`config.mk`:
```
export PLATFORM = sky130hd
export DESIGN_NAME = notification_response_reassembler
export DESIGN_NICKNAME = d
export VERILOG_FILES = /design/src/rtl/nrr_pkg.sv /design/src/rtl/nrr_step.sv /design/src/rtl/notification_response_reassembler.sv
export SDC_FILE = /design/constraint.sdc
export NUM_CORES = 1
export LEC_CHECK = 0
export CORE_ASPECT_RATIO = 0.75
export CORE_MARGIN = 2
export CORE_UTILIZATION = 64
export CTS_CLUSTER_SIZE = 16
export DETAILED_ROUTE_END_ITERATION = 7
export DONT_BUFFER_PORTS = 1
export PLACE_DENSITY_LB_ADDON = 0.2
export SYNTH_ARGS = -nofsm -noshare
export SYNTH_HDL_FRONTEND = slang
export SYNTH_SLANG_ARGS = --single-unit
export TNS_END_PERCENT = 30
```
`constraint.sdc`:
```
create_clock -name clk -period 7.43 [get_ports clk]
set_input_delay 0.3715 -clock clk [delete_from_list [all_inputs] [get_ports clk]]
set_output_delay 0.3715 -clock clk [all_outputs]
set_load 0.01 [all_outputs]
```
`src/rtl/nrr_pkg.sv`:
```
// Package for the notification response reassembler.
// Holds the codes, the parser state, configuration and result structs and the limits.
// No dependencies.
`timescale 1ns / 1ps

package nrr_pkg;

  // Largest number of attribute headers a reply may carry.
  localparam int MAX_ATTRIBUTES = 8;

  localparam int CNT_W = 17;
  localparam logic [CNT_W-1:0] CNT_SAT = {CNT_W{1'b1}};

  // Input operations.
  typedef enum logic [1:0] {
    OP_DATA  = 2'd0,
    OP_ARM   = 2'd1,
    OP_ABORT = 2'd2,
    OP_NONE  = 2'd3
  } op_t;

  // Result events.
  typedef enum logic [2:0] {
    EV_NONE   = 3'd0,
    EV_UID    = 3'd1,
    EV_APPID  = 3'd2,
    EV_HEADER = 3'd3,
    EV_VALUE  = 3'd4
  } event_t;

  // Fragment status.
  typedef enum logic [1:0] {
    STAT_MID      = 2'd0,
    STAT_NEED     = 2'd1,
    STAT_COMPLETE = 2'd2,
    STAT_ERROR    = 2'd3
  } status_t;

  // Error codes.
  typedef enum logic [2:0] {
    ERR_NONE      = 3'd0,
    ERR_NO_REQ    = 3'd1,
    ERR_OVERSIZE  = 3'd2,
    ERR_NO_ECHO   = 3'd3,
    ERR_BAD_CMD   = 3'd4,
    ERR_ORDER     = 3'd5,
    ERR_LENGTH    = 3'd6,
    ERR_TRAILING  = 3'd7
  } err_t;

  // Parse phases.
  typedef enum logic [2:0] {
    PH_ECHO   = 3'd0,
    PH_UID    = 3'd1,
    PH_APPID  = 3'd2,
    PH_HEADER = 3'd3,
    PH_VALUE  = 3'd4
  } phase_t;

  // Configuration register indexes.
  localparam logic [2:0] REG_REPLY_COMMAND = 3'd0;
  localparam logic [2:0] REG_ATTR_ID_LIST  = 3'd1;
  localparam logic [2:0] REG_ATTR_COUNT    = 3'd2;
  localparam logic [2:0] REG_MAX_ATTR_LEN  = 3'd3;
  localparam logic [2:0] REG_MAX_RESP      = 3'd4;

  // Command values that the echo may carry.
  localparam logic [7:0] CMD_NOTIF_ATTRS = 8'd0;
  localparam logic [7:0] CMD_APP_ATTRS   = 8'd1;

  typedef struct packed {
    logic [7:0]  reply_command;
    logic [63:0] attribute_id_list;
    logic [3:0]  attribute_count;
    logic [15:0] attr_len_limit;
    logic [15:0] reply_size_limit;
  } cfg_t;

  typedef struct packed {
    logic             request_active;
    logic             fragment_unrequested;
    phase_t           parse_phase;
    logic [CNT_W-1:0] bytes_received;
    logic [1:0]       field_position;
    logic [31:0]      uid_shift;
    logic [3:0]       attribute_index;
    logic [15:0]      value_remaining;
    logic [7:0]       current_id;
    err_t             latched_error;
    logic             reply_finished;
  } state_t;

  typedef struct packed {
    event_t      event_res;
    logic [7:0]  data_byte;
    logic [31:0] uid;
    logic [7:0]  attribute_id;
    logic [15:0] attribute_length;
    status_t     status;
    err_t        error_code;
  } result_t;

endpackage

```
`src/rtl/nrr_step.sv`:
```
// Next-state and result logic for one transfer of the reply parser.
// Depends on nrr_pkg for the state, configuration and result types.
`timescale 1ns / 1ps

module nrr_step import nrr_pkg::*; (
  input  state_t     st,
  input  cfg_t       cfg,
  input  op_t        op,
  input  logic [7:0] byte_value,
  input  logic       last_of_fragment,
  output state_t     st_nxt,
  output result_t    res
);

  logic [3:0]       exp_cnt;
  logic [CNT_W-1:0] cnt;
  logic [15:0]      len;
  logic [7:0]       want_id;
  logic [15:0]      rem;
  logic             go_next;

  // Expected header count, saturated at the table size.
  assign exp_cnt = (cfg.attribute_count > 4'(MAX_ATTRIBUTES)) ?
                   4'(MAX_ATTRIBUTES) : cfg.attribute_count;

  assign len     = {byte_value, st.value_remaining[7:0]};
  assign want_id = cfg.attribute_id_list[{st.attribute_index[2:0], 3'b000} +: 8];
  assign rem     = (st.value_remaining != 16'd0) ? st.value_remaining - 16'd1 : 16'd0;

  always_comb begin
    st_nxt  = st;
    res     = '0;
    cnt     = st.bytes_received;
    go_next = 1'b0;

    unique case (op)
      OP_ARM: begin
        st_nxt = '0;
        st_nxt.request_active = 1'b1;
      end
      OP_ABORT: begin
        st_nxt = '0;
      end
      OP_DATA: begin
        if (!st.request_active) begin
          st_nxt.fragment_unrequested = 1'b1;
        end else begin
          // Saturating byte count; the size check overrides any other error.
          if (st.bytes_received != CNT_SAT) cnt = st.bytes_received + 1'b1;
          st_nxt.bytes_received = cnt;
          if (cnt > {1'b0, cfg.reply_size_limit}) begin
            st_nxt.latched_error = ERR_OVERSIZE;
          end else if (st.latched_error == ERR_NONE) begin
            if (st.reply_finished) begin
              st_nxt.latched_error = ERR_TRAILING;
            end else begin
              case (st.parse_phase)
                PH_ECHO: begin
                  if (byte_value != cfg.reply_command) begin
                    st_nxt.latched_error = ERR_NO_ECHO;
                  end else if (byte_value == CMD_NOTIF_ATTRS) begin
                    st_nxt.parse_phase    = PH_UID;
                    st_nxt.field_position = 2'd0;
                    st_nxt.uid_shift      = 32'd0;
                  end else if (byte_value == CMD_APP_ATTRS) begin
                    st_nxt.parse_phase = PH_APPID;
                  end else begin
                    st_nxt.latched_error = ERR_BAD_CMD;
                  end
                end
                PH_UID: begin
                  st_nxt.uid_shift = st.uid_shift |
                                     (32'(byte_value) << {st.field_position, 3'b000});
                  if (st.field_position == 2'd3) begin
                    res.event_res = EV_UID;
                    res.uid       = st_nxt.uid_shift;
                    go_next       = 1'b1;
                  end else begin
                    st_nxt.field_position = st.field_position + 2'd1;
                  end
                end
                PH_APPID: begin
                  // The terminating NUL ends the app id without an event.
                  if (byte_value == 8'd0) begin
                    go_next = 1'b1;
                  end else begin
                    res.event_res = EV_APPID;
                    res.data_byte = byte_value;
                  end
                end
                PH_HEADER: begin
                  if (st.field_position == 2'd0) begin
                    st_nxt.current_id     = byte_value;
                    st_nxt.field_position = 2'd1;
                  end else if (st.field_position == 2'd1) begin
                    st_nxt.value_remaining = {8'd0, byte_value};
                    st_nxt.field_position  = 2'd2;
                  end else if (st.current_id != want_id) begin
                    st_nxt.latched_error = ERR_ORDER;
                  end else if (len > cfg.attr_len_limit) begin
                    st_nxt.latched_error = ERR_LENGTH;
                  end else begin
                    res.event_res          = EV_HEADER;
                    res.attribute_id       = st.current_id;
                    res.attribute_length   = len;
                    st_nxt.attribute_index = st.attribute_index + 4'd1;
                    st_nxt.value_remaining = len;
                    st_nxt.field_position  = 2'd0;
                    if (len == 16'd0) begin
                      go_next = 1'b1;
                    end else begin
                      st_nxt.parse_phase = PH_VALUE;
                    end
                  end
                end
                default: begin
                  res.event_res          = EV_VALUE;
                  res.data_byte          = byte_value;
                  res.attribute_id       = st.current_id;
                  st_nxt.value_remaining = rem;
                  if (rem == 16'd0) go_next = 1'b1;
                end
              endcase

              // Move on to the next header, or finish the reply.
              if (go_next) begin
                if (st_nxt.attribute_index >= exp_cnt) begin
                  st_nxt.reply_finished = 1'b1;
                end else begin
                  st_nxt.parse_phase    = PH_HEADER;
                  st_nxt.field_position = 2'd0;
                end
              end
            end
          end
        end

        // Fragment end reports the reply status.
        if (last_of_fragment) begin
          if (st_nxt.fragment_unrequested) begin
            res.status                  = STAT_ERROR;
            res.error_code              = ERR_NO_REQ;
            st_nxt.fragment_unrequested = 1'b0;
          end else if (st_nxt.latched_error != ERR_NONE) begin
            res.status     = STAT_ERROR;
            res.error_code = st_nxt.latched_error;
            st_nxt         = '0;
          end else if (st_nxt.reply_finished) begin
            res.status = STAT_COMPLETE;
            st_nxt     = '0;
          end else begin
            res.status = STAT_NEED;
          end
        end
      end
      default: begin
      end
    endcase
  end

endmodule

```
`src/rtl/notification_response_reassembler.sv`:
```
// Top level of the notification response reassembler: configuration
// registers, parser state and the result register. Uses nrr_pkg and nrr_step.
//
//  channel | direction | handshake         | payload
//  in_     | input     | in_valid/in_stall | operation, byte_value, last_of_fragment
//  out_    | output    | out_valid/out_stall | event_res ... error_code
//  cfg_    | input     | cfg_we            | cfg_index, cfg_data
//
// One transfer per cycle while in_stall is low: the step logic parses each input
// transfer combinationally and it lands in the result register on the same edge.
// The result register frees on the edge its transfer completes, so a new
// input transfer is taken in that same cycle; in_stall is high only while a
// result waits under out_stall. Reset (synchronous, active low) clears the
// parser state and loads the configuration reset values.
`timescale 1ns / 1ps

module notification_response_reassembler import nrr_pkg::*; (
  input  logic        clk,
  input  logic        rst_n,
  input  logic        in_valid,
  output logic        in_stall,
  input  logic [1:0]  in_operation,
  input  logic [7:0]  in_byte_value,
  input  logic        in_last_of_fragment,
  output logic        out_valid,
  input  logic        out_stall,
  output logic [2:0]  out_event_res,
  output logic [7:0]  out_data_byte,
  output logic [31:0] out_uid,
  output logic [7:0]  out_attribute_id,
  output logic [15:0] out_attribute_length,
  output logic [1:0]  out_status,
  output logic [2:0]  out_error_code,
  input  logic        cfg_we,
  input  logic [2:0]  cfg_index,
  input  logic [63:0] cfg_data
);

  cfg_t    cfg_r;
  state_t  st_r;
  state_t  st_nxt;
  result_t res_nxt;
  result_t res_r;
  logic    out_valid_r;
  logic    in_take;

  assign in_stall = out_valid_r & out_stall;
  assign in_take  = in_valid & ~in_stall;

  nrr_step u_step (
    .st               (st_r),
    .cfg              (cfg_r),
    .op               (op_t'(in_operation)),
    .byte_value       (in_byte_value),
    .last_of_fragment (in_last_of_fragment),
    .st_nxt           (st_nxt),
    .res              (res_nxt)
  );

  // Configuration registers.
  always_ff @(posedge clk) begin
    if (!rst_n) begin
      cfg_r.reply_command     <= 8'd0;
      cfg_r.attribute_id_list <= 64'd0;
      cfg_r.attribute_count   <= 4'd0;
      cfg_r.attr_len_limit    <= 16'd512;
      cfg_r.reply_size_limit  <= 16'd4096;
    end else if (cfg_we) begin
      unique case (cfg_index)
        REG_REPLY_COMMAND: cfg_r.reply_command     <= cfg_data[7:0];
        REG_ATTR_ID_LIST:  cfg_r.attribute_id_list <= cfg_data;
        REG_ATTR_COUNT:    cfg_r.attribute_count   <= cfg_data[3:0];
        REG_MAX_ATTR_LEN:  cfg_r.attr_len_limit    <= cfg_data[15:0];
        REG_MAX_RESP:      cfg_r.reply_size_limit  <= cfg_data[15:0];
        default: begin
        end
      endcase
    end
  end

  // Parser state advances on each input transfer.
  always_ff @(posedge clk) begin
    if (!rst_n) begin
      st_r <= '0;
    end else if (in_take) begin
      st_r <= st_nxt;
    end
  end

  // Result register and its valid flag.
  always_ff @(posedge clk) begin
    if (!rst_n) begin
      out_valid_r <= 1'b0;
    end else if (in_take) begin
      out_valid_r <= 1'b1;
    end else if (!out_stall) begin
      out_valid_r <= 1'b0;
    end
  end

  always_ff @(posedge clk) begin
    if (in_take) res_r <= res_nxt;
  end

  assign out_valid            = out_valid_r;
  assign out_event_res        = res_r.event_res;
  assign out_data_byte        = res_r.data_byte;
  assign out_uid              = res_r.uid;
  assign out_attribute_id     = res_r.attribute_id;
  assign out_attribute_length = res_r.attribute_length;
  assign out_status           = res_r.status;
  assign out_error_code       = res_r.error_code;

`ifndef SYNTHESIS
  // An accepted input always yields a result on the next cycle.
  a_take_gives_result: assert property (@(posedge clk) disable iff (!rst_n)
    in_take |=> out_valid_r)
    else $error("input transfer produced no result");

  // Error status and a nonzero error code go together.
  a_error_code: assert property (@(posedge clk) disable iff (!rst_n)
    out_valid_r |-> ((res_r.status == STAT_ERROR) == (res_r.error_code != ERR_NONE)))
    else $error("error status and error code disagree");

  // No bytes are counted without an active request.
  a_count_idle: assert property (@(posedge clk) disable iff (!rst_n)
    !st_r.request_active |-> (st_r.bytes_received == '0))
    else $error("byte count nonzero with no request");

  // The header index never passes the table size.
  a_index_range: assert property (@(posedge clk) disable iff (!rst_n)
    st_r.attribute_index <= 4'(MAX_ATTRIBUTES))
    else $error("attribute index out of range");
`endif

endmodule
```
==> flow_metrics.env, run 1 <==
export IMPL_coreArea_sq_um=20210
export IMPL_antenna_cells=0
export IMPL_hold_path_depth=1
export IMPL_nNetsFinal=1673
export IMPL_cts_buffers=26
export IMPL_cts_tree="done"
export IMPL_period_share_pct=87.68
export IMPL_power_density_nw_per_um2=208.7
export IMPL_synthCells=1524
export IMPL_fin_worst_skew_ps=14.12
export IMPL_grt_usage_pct=33.45
export IMPL_layout_drive_gt1_share_pct=7.002
export IMPL_dp_hpwl_mm=23.60
export IMPL_synth_seq_cells=269
export IMPL_ctsRootBufferMaster="clkbuf_16"
export IMPL_fillers=1440
export IMPL_clk_pin_slew_ps=70
export IMPL_ff2ff_path_depth=20
export IMPL_synth_area_per_cell_sq_um=8.643
export IMPL_ys_types=78
export IMPL_fmax_mhz=153.5
export IMPL_slew_violations=0
export IMPL_clock_sinks=269
export IMPL_synth_edf_count=72
export IMPL_die_height_um=128.2
export IMPL_period_minus_slack_ps=6515
export IMPL_ys_flop_type="dfxtp_1"
export IMPL_routed_via_density=6.332
export IMPL_cp_data_required_time_ps=7910
export IMPL_grt_pass1_wl_mm=57.81
export IMPL_grt_pass1_vias=10690
export IMPL_port_buffers=0
export IMPL_start_kind="flip-flop"
export IMPL_initial_core_util_pct=65.16
export IMPL_die_area_sq_um=21760
export IMPL_chipWidth_um=169.7
export IMPL_setup_viol=0
export IMPL_leakage_uw=0.005310
export IMPL_grt_max_degree=74
export IMPL_clock_latency_ps=540
export IMPL_async_flop_share_pct=0
export IMPL_overflow=0
export IMPL_setup_tns_ps=0
export IMPL_routed_wl_mm=36.98
export IMPL_cts_max_level=1
export IMPL_end_kind="flip-flop"
export IMPL_placedInstanceArea_sq_um=13260
export IMPL_ctsResizeCount=0
export IMPL_yosysWarnings=0
export IMPL_vias=11580
export IMPL_ioPinCount=157
export IMPL_rows=45
export IMPL_syn_nets=1646
export IMPL_hold_buffers=74
export IMPL_critPathArrivalTime_ps=7000
export IMPL_syn_cell_area_sq_um=13170
export IMPL_avgRoutedWirePerCell_um=20.22
export IMPL_timing_hold_violations_final=0
export IMPL_dr_pass1_iters=6
export IMPL_syn2layout_area_growth_pct=13.30
export IMPL_max_slew_worst_pin_slew_ps=1323
export IMPL_final_area_sq_um=14920
export IMPL_path_max_fanout=18
export IMPL_ir_drop_mv=0.1956
export IMPL_seq_area_frac_synth_pct=46.36
export IMPL_ant_nets=0
export IMPL_hold_path_class="input pin to flip-flop"
export IMPL_worstSetupPathType="flip-flop to flip-flop"
export IMPL_ctsLongestPathBuffers=3
export IMPL_rsz0062_at_grt="no"
export IMPL_maxSlewHeadroom_pct=11.62
export IMPL_route_detailed_drc=0
export IMPL_place_congestion=0.9733
export IMPL_dr_first_iter_drc_count=1422
export IMPL_antenna_found_initial=1
export IMPL_cts_setup_buffers=0
export IMPL_timing_max_cap_violations=0
export IMPL_status="finished, final reports clean"
path summary, 6_finish.rpt:
kind | from | endpoint | slack (ps)
setup / recovery | st_r[28]$_SDFFE_PN0P_ | st_r[87]$_SDFFE_PN0P_ | 920
hold / removal | rst_n | cfg_r[78]$_SDFFE_PN0P_ | 0.7
setup reg to reg | st_r[28]$_SDFFE_PN0P_ | st_r[87]$_SDFFE_PN0P_ | 920
hold reg to reg | cfg_r[18]$_SDFFE_PN0P_ | cfg_r[18]$_SDFFE_PN0P_ | 460
synthesized netlist by cell type (21+ instances only):
library cell | instances | area share (%)
nand2_1 | 299 | 8.5
dfxtp_1 | 197 | 30
a21oi_1 | 149 | 5.7
nor2_1 | 134 | 3.8
clkbuf_1 | 80 | 2.3
edfxtp_1 | 72 | 16
inv_1 | 72 | 2.1
o22ai_1 | 42 | 2.0
and2_1 | 40 | 1.9
ha_1 | 39 | 3.7
o21ai_0 | 37 | 1.4
mux2i_1 | 29 | 2.2
nor3_1 | 26 | 0.99
a21boi_0 | 23 | 1.3
xor2_1 | 21 | 1.4
metrics by stage:
step / instances / hold WS, ps / power [uW] / util (%) / worst slack (ps)
floorplan: 1524 / 432.9 / 1698 / - / 2203
global placement: 1705 / 442.1 / 1720 / 65.58 / 1516
detailed placement: 1705 / 446.3 / 1724 / 65.58 / 1304
CTS: 1827 / 0.4979 / 3112 / 73.73 / 1019
global route: 1829 / 4.249 / 3186 / 73.83 / 444.0
finish: 1829 / 0.6826 / 3115 / 73.83 / 915.5
power by group:
part	switching (uW)	total (uW)	internal (uW)
clock	574	1380	803
combinational	110	177	66.3
sequential	26.0	1560	1540
total	710	3110	2400
layer usage:
metal	vias up	part of all wire [%]	track usage, %
li1	5385	-	-
met1	5479	43	48.09
met2	623	44	52.44
met3	95	10	6.082
met4	0	2.9	8.899
met5	-	0	0
cells by family after synthesis:
logic type	after synthesis	synth area share, %
compound gates	357	17.19
buf+inv	167	5.016
flops	269	46.36
mux	46	4.427
xor+xnor	35	2.327
simple gates	611	20.97
fa+ha+maj	39	3.705
placed cells by master (no fill, tap or decap), types with 5 or more instances in the layout:
master / n
inv_1: 71
xnor2_1: 14
nand4_1: 17
xor2_1: 21
a21boi_0: 23
a21oi_1: 149
or2_2: 11
a22oi_1: 10
nor2b_1: 11
a21o_1: 9
nor4_1: 14
mux4_2: 9
nor3_1: 26
and2_1: 40
clkinv_2: 5
dfxtp_1: 197
o211ai_1: 7
mux2i_1: 29
ha_1: 39
edfxtp_1: 72
clkbuf_16: 30
nand2_1: 299
o22ai_1: 42
mux2_2: 8
dlygate4sd3_1: 76
o21ai_0: 37
nand3_1: 20
or3_1: 6
o2bb2ai_1: 8
a32o_1: 12
nor2_1: 133
buf_4: 16
a31oi_1: 14
worst max-delay path, cell delays in order (launching register included):
cell and delay, ps:
dfxtp_1 950, mux4_2 610, xnor2_1 140, or3b_1 430, nor4_4 550, nand2_1 260, nor2_1 210, buf_4 250
xnor2_1 140, ha_1 240, nand2b_1 140, a21o_1 170, a21o_1 160, a21oi_1 330, nor4_1 90, nor2_1 130
nor2_1 150, o21bai_2 680, nand2_1 120, a31oi_1 140, dlygate4sd3_1 550
final cells by class:
type                            instances  area (sq um)  area share [%]
Sequential cell                       269          6106           40.92
Inverter                               74         277.8           1.861
Clock buffer                           37         818.3           5.483
Timing Repair Buffer                   92         880.8           5.903
Multi-Input combinational cell       1088          6429           43.08
Tap cell                              258         322.8           2.163
Clock inverter                         11         88.84          0.5953
flip-flops by register name, indices dropped and copies added (netlist names):
signal,count
out_data_byte,8
cfg_r,108
out_uid,32
out_attribute_id,8
out_error_code,3
out_status,2
st_r,88
out_attribute_length,16
out_event_res,3
out_valid,1
Power figures use the tool's default switching activity.
==> run 2, diff against run 1 <==
- CTS_BUF_LIST: unset -> sky130_fd_sc_hd__clkbuf_8 sky130_fd_sc_hd__clkbuf_16
==> run 2 against run 1 <==
The run now ends with negative hold slack left. Critical path depth is the same. Clock skew grew 0.83 ps. Clock power hardly changed. Non-clock buffer count is the same. Worst setup slack got worse by 3.6 ps. Final cell count stayed put. Maximum frequency is essentially flat. Count of clock-buffer cells in the layout decreased by 3. Highest routed layer unchanged.
==> flow_metrics.env, run 2 (synthesized netlist as in run 1, its figures left out) <==
export IMPL_largest_reg_flops=108
export IMPL_rsz0062_at_grt="no"
export IMPL_r2r_slack_ps=910
export IMPL_period_share_pct=87.73
export IMPL_critPathBufInv=2
export IMPL_holdWs_ps=-0.4922
export IMPL_setup_tns_ps=0
export IMPL_critPathArrivalTime_ps=7000
export IMPL_clk_pin_slew_ps=70
export IMPL_place_congestion=0.9733
export IMPL_regMostFlops="cfg_r"
export IMPL_setup_viol=0
export IMPL_clock_sinks=269
export IMPL_fmax_mhz=153.4
export IMPL_avgRoutedWirePerCell_um=20.22
export IMPL_port_buffers=0
export IMPL_ctsRootBufferMaster="clkbuf_16"
export IMPL_r2r_start="st_r[28]$_SDFFE_PN0P_"
export IMPL_path_max_fanout=18
export IMPL_timing_max_cap_violations=0
export IMPL_ctsResizeCount=0
export IMPL_slew_violations=0
export IMPL_routed_via_density=6.327
export IMPL_leakage_uw=0.005320
export IMPL_fin_worst_skew_ps=14.95
export IMPL_status="finished with violations"
export IMPL_worstSetupPathType="flip-flop to flip-flop"
export IMPL_die_height_um=128.2
export IMPL_placedCellCount=1705
export IMPL_final_cells=1829
export IMPL_power_density_nw_per_um2=208.3
export IMPL_chipWidth_um=169.7
export IMPL_dr_pass1_iters=6
export IMPL_dr_first_iter_drc_count=1347
export IMPL_die_area_sq_um=21760
export IMPL_cts_buffers=26
export IMPL_layout_drive_gt1_share_pct=6.938
export IMPL_cts_tree="done"
export IMPL_end_kind="flip-flop"
export IMPL_startpoint="st_r[28]$_SDFFE_PN0P_"
export IMPL_max_slew_worst_pin_slew_ps=1314
export IMPL_ir_drop_mv=0.1952
export IMPL_routed_wl_mm=36.99
export IMPL_cp_cell_sequence="mux4_2, xnor2_1, or3b_1, nor4_4, nand2_1, nor2_1, buf_4, xnor2_1, ha_1, nand2b_1, a21o_1, a21o_1, a21oi_1, nor4_1, nor2_1, nor2_1, o21bai_2, nand2_1, a31oi_1, dlygate4sd3_1"
export IMPL_overflow=0
export IMPL_grt_pass1_wl_mm=57.81
export IMPL_nNetsFinal=1673
export IMPL_initial_core_util_pct=65.16
export IMPL_cp_slowest_stage_delay_ps=960
export IMPL_violations="negative hold slack"
export IMPL_ioPinCount=157
export IMPL_clock_latency_ps=540
export IMPL_ff2ff_path_depth=20
export IMPL_maxSlewHeadroom_pct=12.20
export IMPL_timing_hold_violations_final=1
export IMPL_start_kind="flip-flop"
export IMPL_fillers=1441
export IMPL_worstReg2RegEnd="st_r[87]$_SDFFE_PN0P_"
export IMPL_grt_usage_pct=33.45
export IMPL_coreArea_sq_um=20210
export IMPL_rows=45
export IMPL_cpMaxStageDelayCell="dfxtp_1"
export IMPL_multi_input_area_sq_um=6429
export IMPL_vias=11570
export IMPL_cp_data_required_time_ps=7910
export IMPL_regArea_sq_um=6106
export IMPL_critPathTopFamily="simple AND/OR/NAND/NOR gates"
export IMPL_grt_pass1_vias=10690
export IMPL_route_detailed_drc=0
export IMPL_syn2layout_area_growth_pct=13.29
export IMPL_hold_end="cfg_r[78]$_SDFFE_PN0P_"
export IMPL_final_cell_mix="299 x nand2_1, 197 x dfxtp_1, 149 x a21oi_1"
export IMPL_hold_buffers=74
export IMPL_grt_max_degree=74
export IMPL_hold_path_class="input pin to flip-flop"
export IMPL_hold_path_depth=1
export IMPL_antenna_found_initial=1
export IMPL_antenna_cells=0
export IMPL_hold_start="rst_n"
export IMPL_cts_setup_buffers=0
export IMPL_period_minus_slack_ps=6518
export IMPL_ctsLongestPathBuffers=3
export IMPL_cts_max_level=1
export IMPL_dp_hpwl_mm=23.60
export IMPL_ant_nets=0
export IMPL_cp_common_cell="nor2_1"
export IMPL_layout_commonest_cell="nand2_1"
[run 2: cell types whose count changed in the layout (fill, tap and decap cells not counted)]
cell and delta:
clkbuf_2 -1, inv_1 +3, clkbuf_1 -2
[run 2: final cells by class]
cell class / count / area share [%]
clock buffer: 34 / 5.400
clock inverter: 14 / 0.6708
inverter: 74 / 1.861
multi-input combinational: 1088 / 43.08
sequential: 269 / 40.92
tap: 258 / 2.163
timing repair buffer: 92 / 5.903
[run 2: metal layers]
metal | track usage [%] | wire, um | up-vias
li1 | - | - | 5381
met1 | 48.09 | 15760 | 5441
met2 | 52.44 | 16390 | 646
met3 | 6.082 | 3729 | 104
met4 | 8.899 | 1103 | 0
met5 | 0 | 0 | -
[run 2: worst max path at each step]
stage / cells after the start / endpoint / slack [ps]
detailed placement: 19 / st_r[55]$_SDFFE_PN0P_ / 1300
CTS: 20 / st_r[87]$_SDFFE_PN0P_ / 1020
floorplan: 18 / st_r[10]$_SDFFE_PN0P_ / 2200
global route: 22 / st_r[87]$_SDFFE_PN0P_ / 440
global placement: 19 / st_r[65]$_SDFFE_PN0P_ / 1520
finish: 20 / st_r[87]$_SDFFE_PN0P_ / 910
[run 2: report_power, final]
group	internal (uW)	total [uW]	switching (uW)
clock	797	1370	573
sequential	1540	1560	25.9
combinational	66.3	177	110
total	2400	3110	709
[run 2: stage by stage]
| stage | total power (uW) | worst slack [ps] | cell area [sq um] | util, % |
|---|---|---|---|---|
| global placement | 1720 | 1516 | 13260 | 65.58 |
| CTS | 3106 | 1019 | 14900 | 73.72 |
| global route | 3180 | 444.0 | 14920 | 73.82 |
| detailed placement | 1724 | 1304 | 13260 | 65.58 |
| finish | 3108 | 911.9 | 14920 | 73.82 |
| floorplan | 1698 | 2203 | 13170 | - |
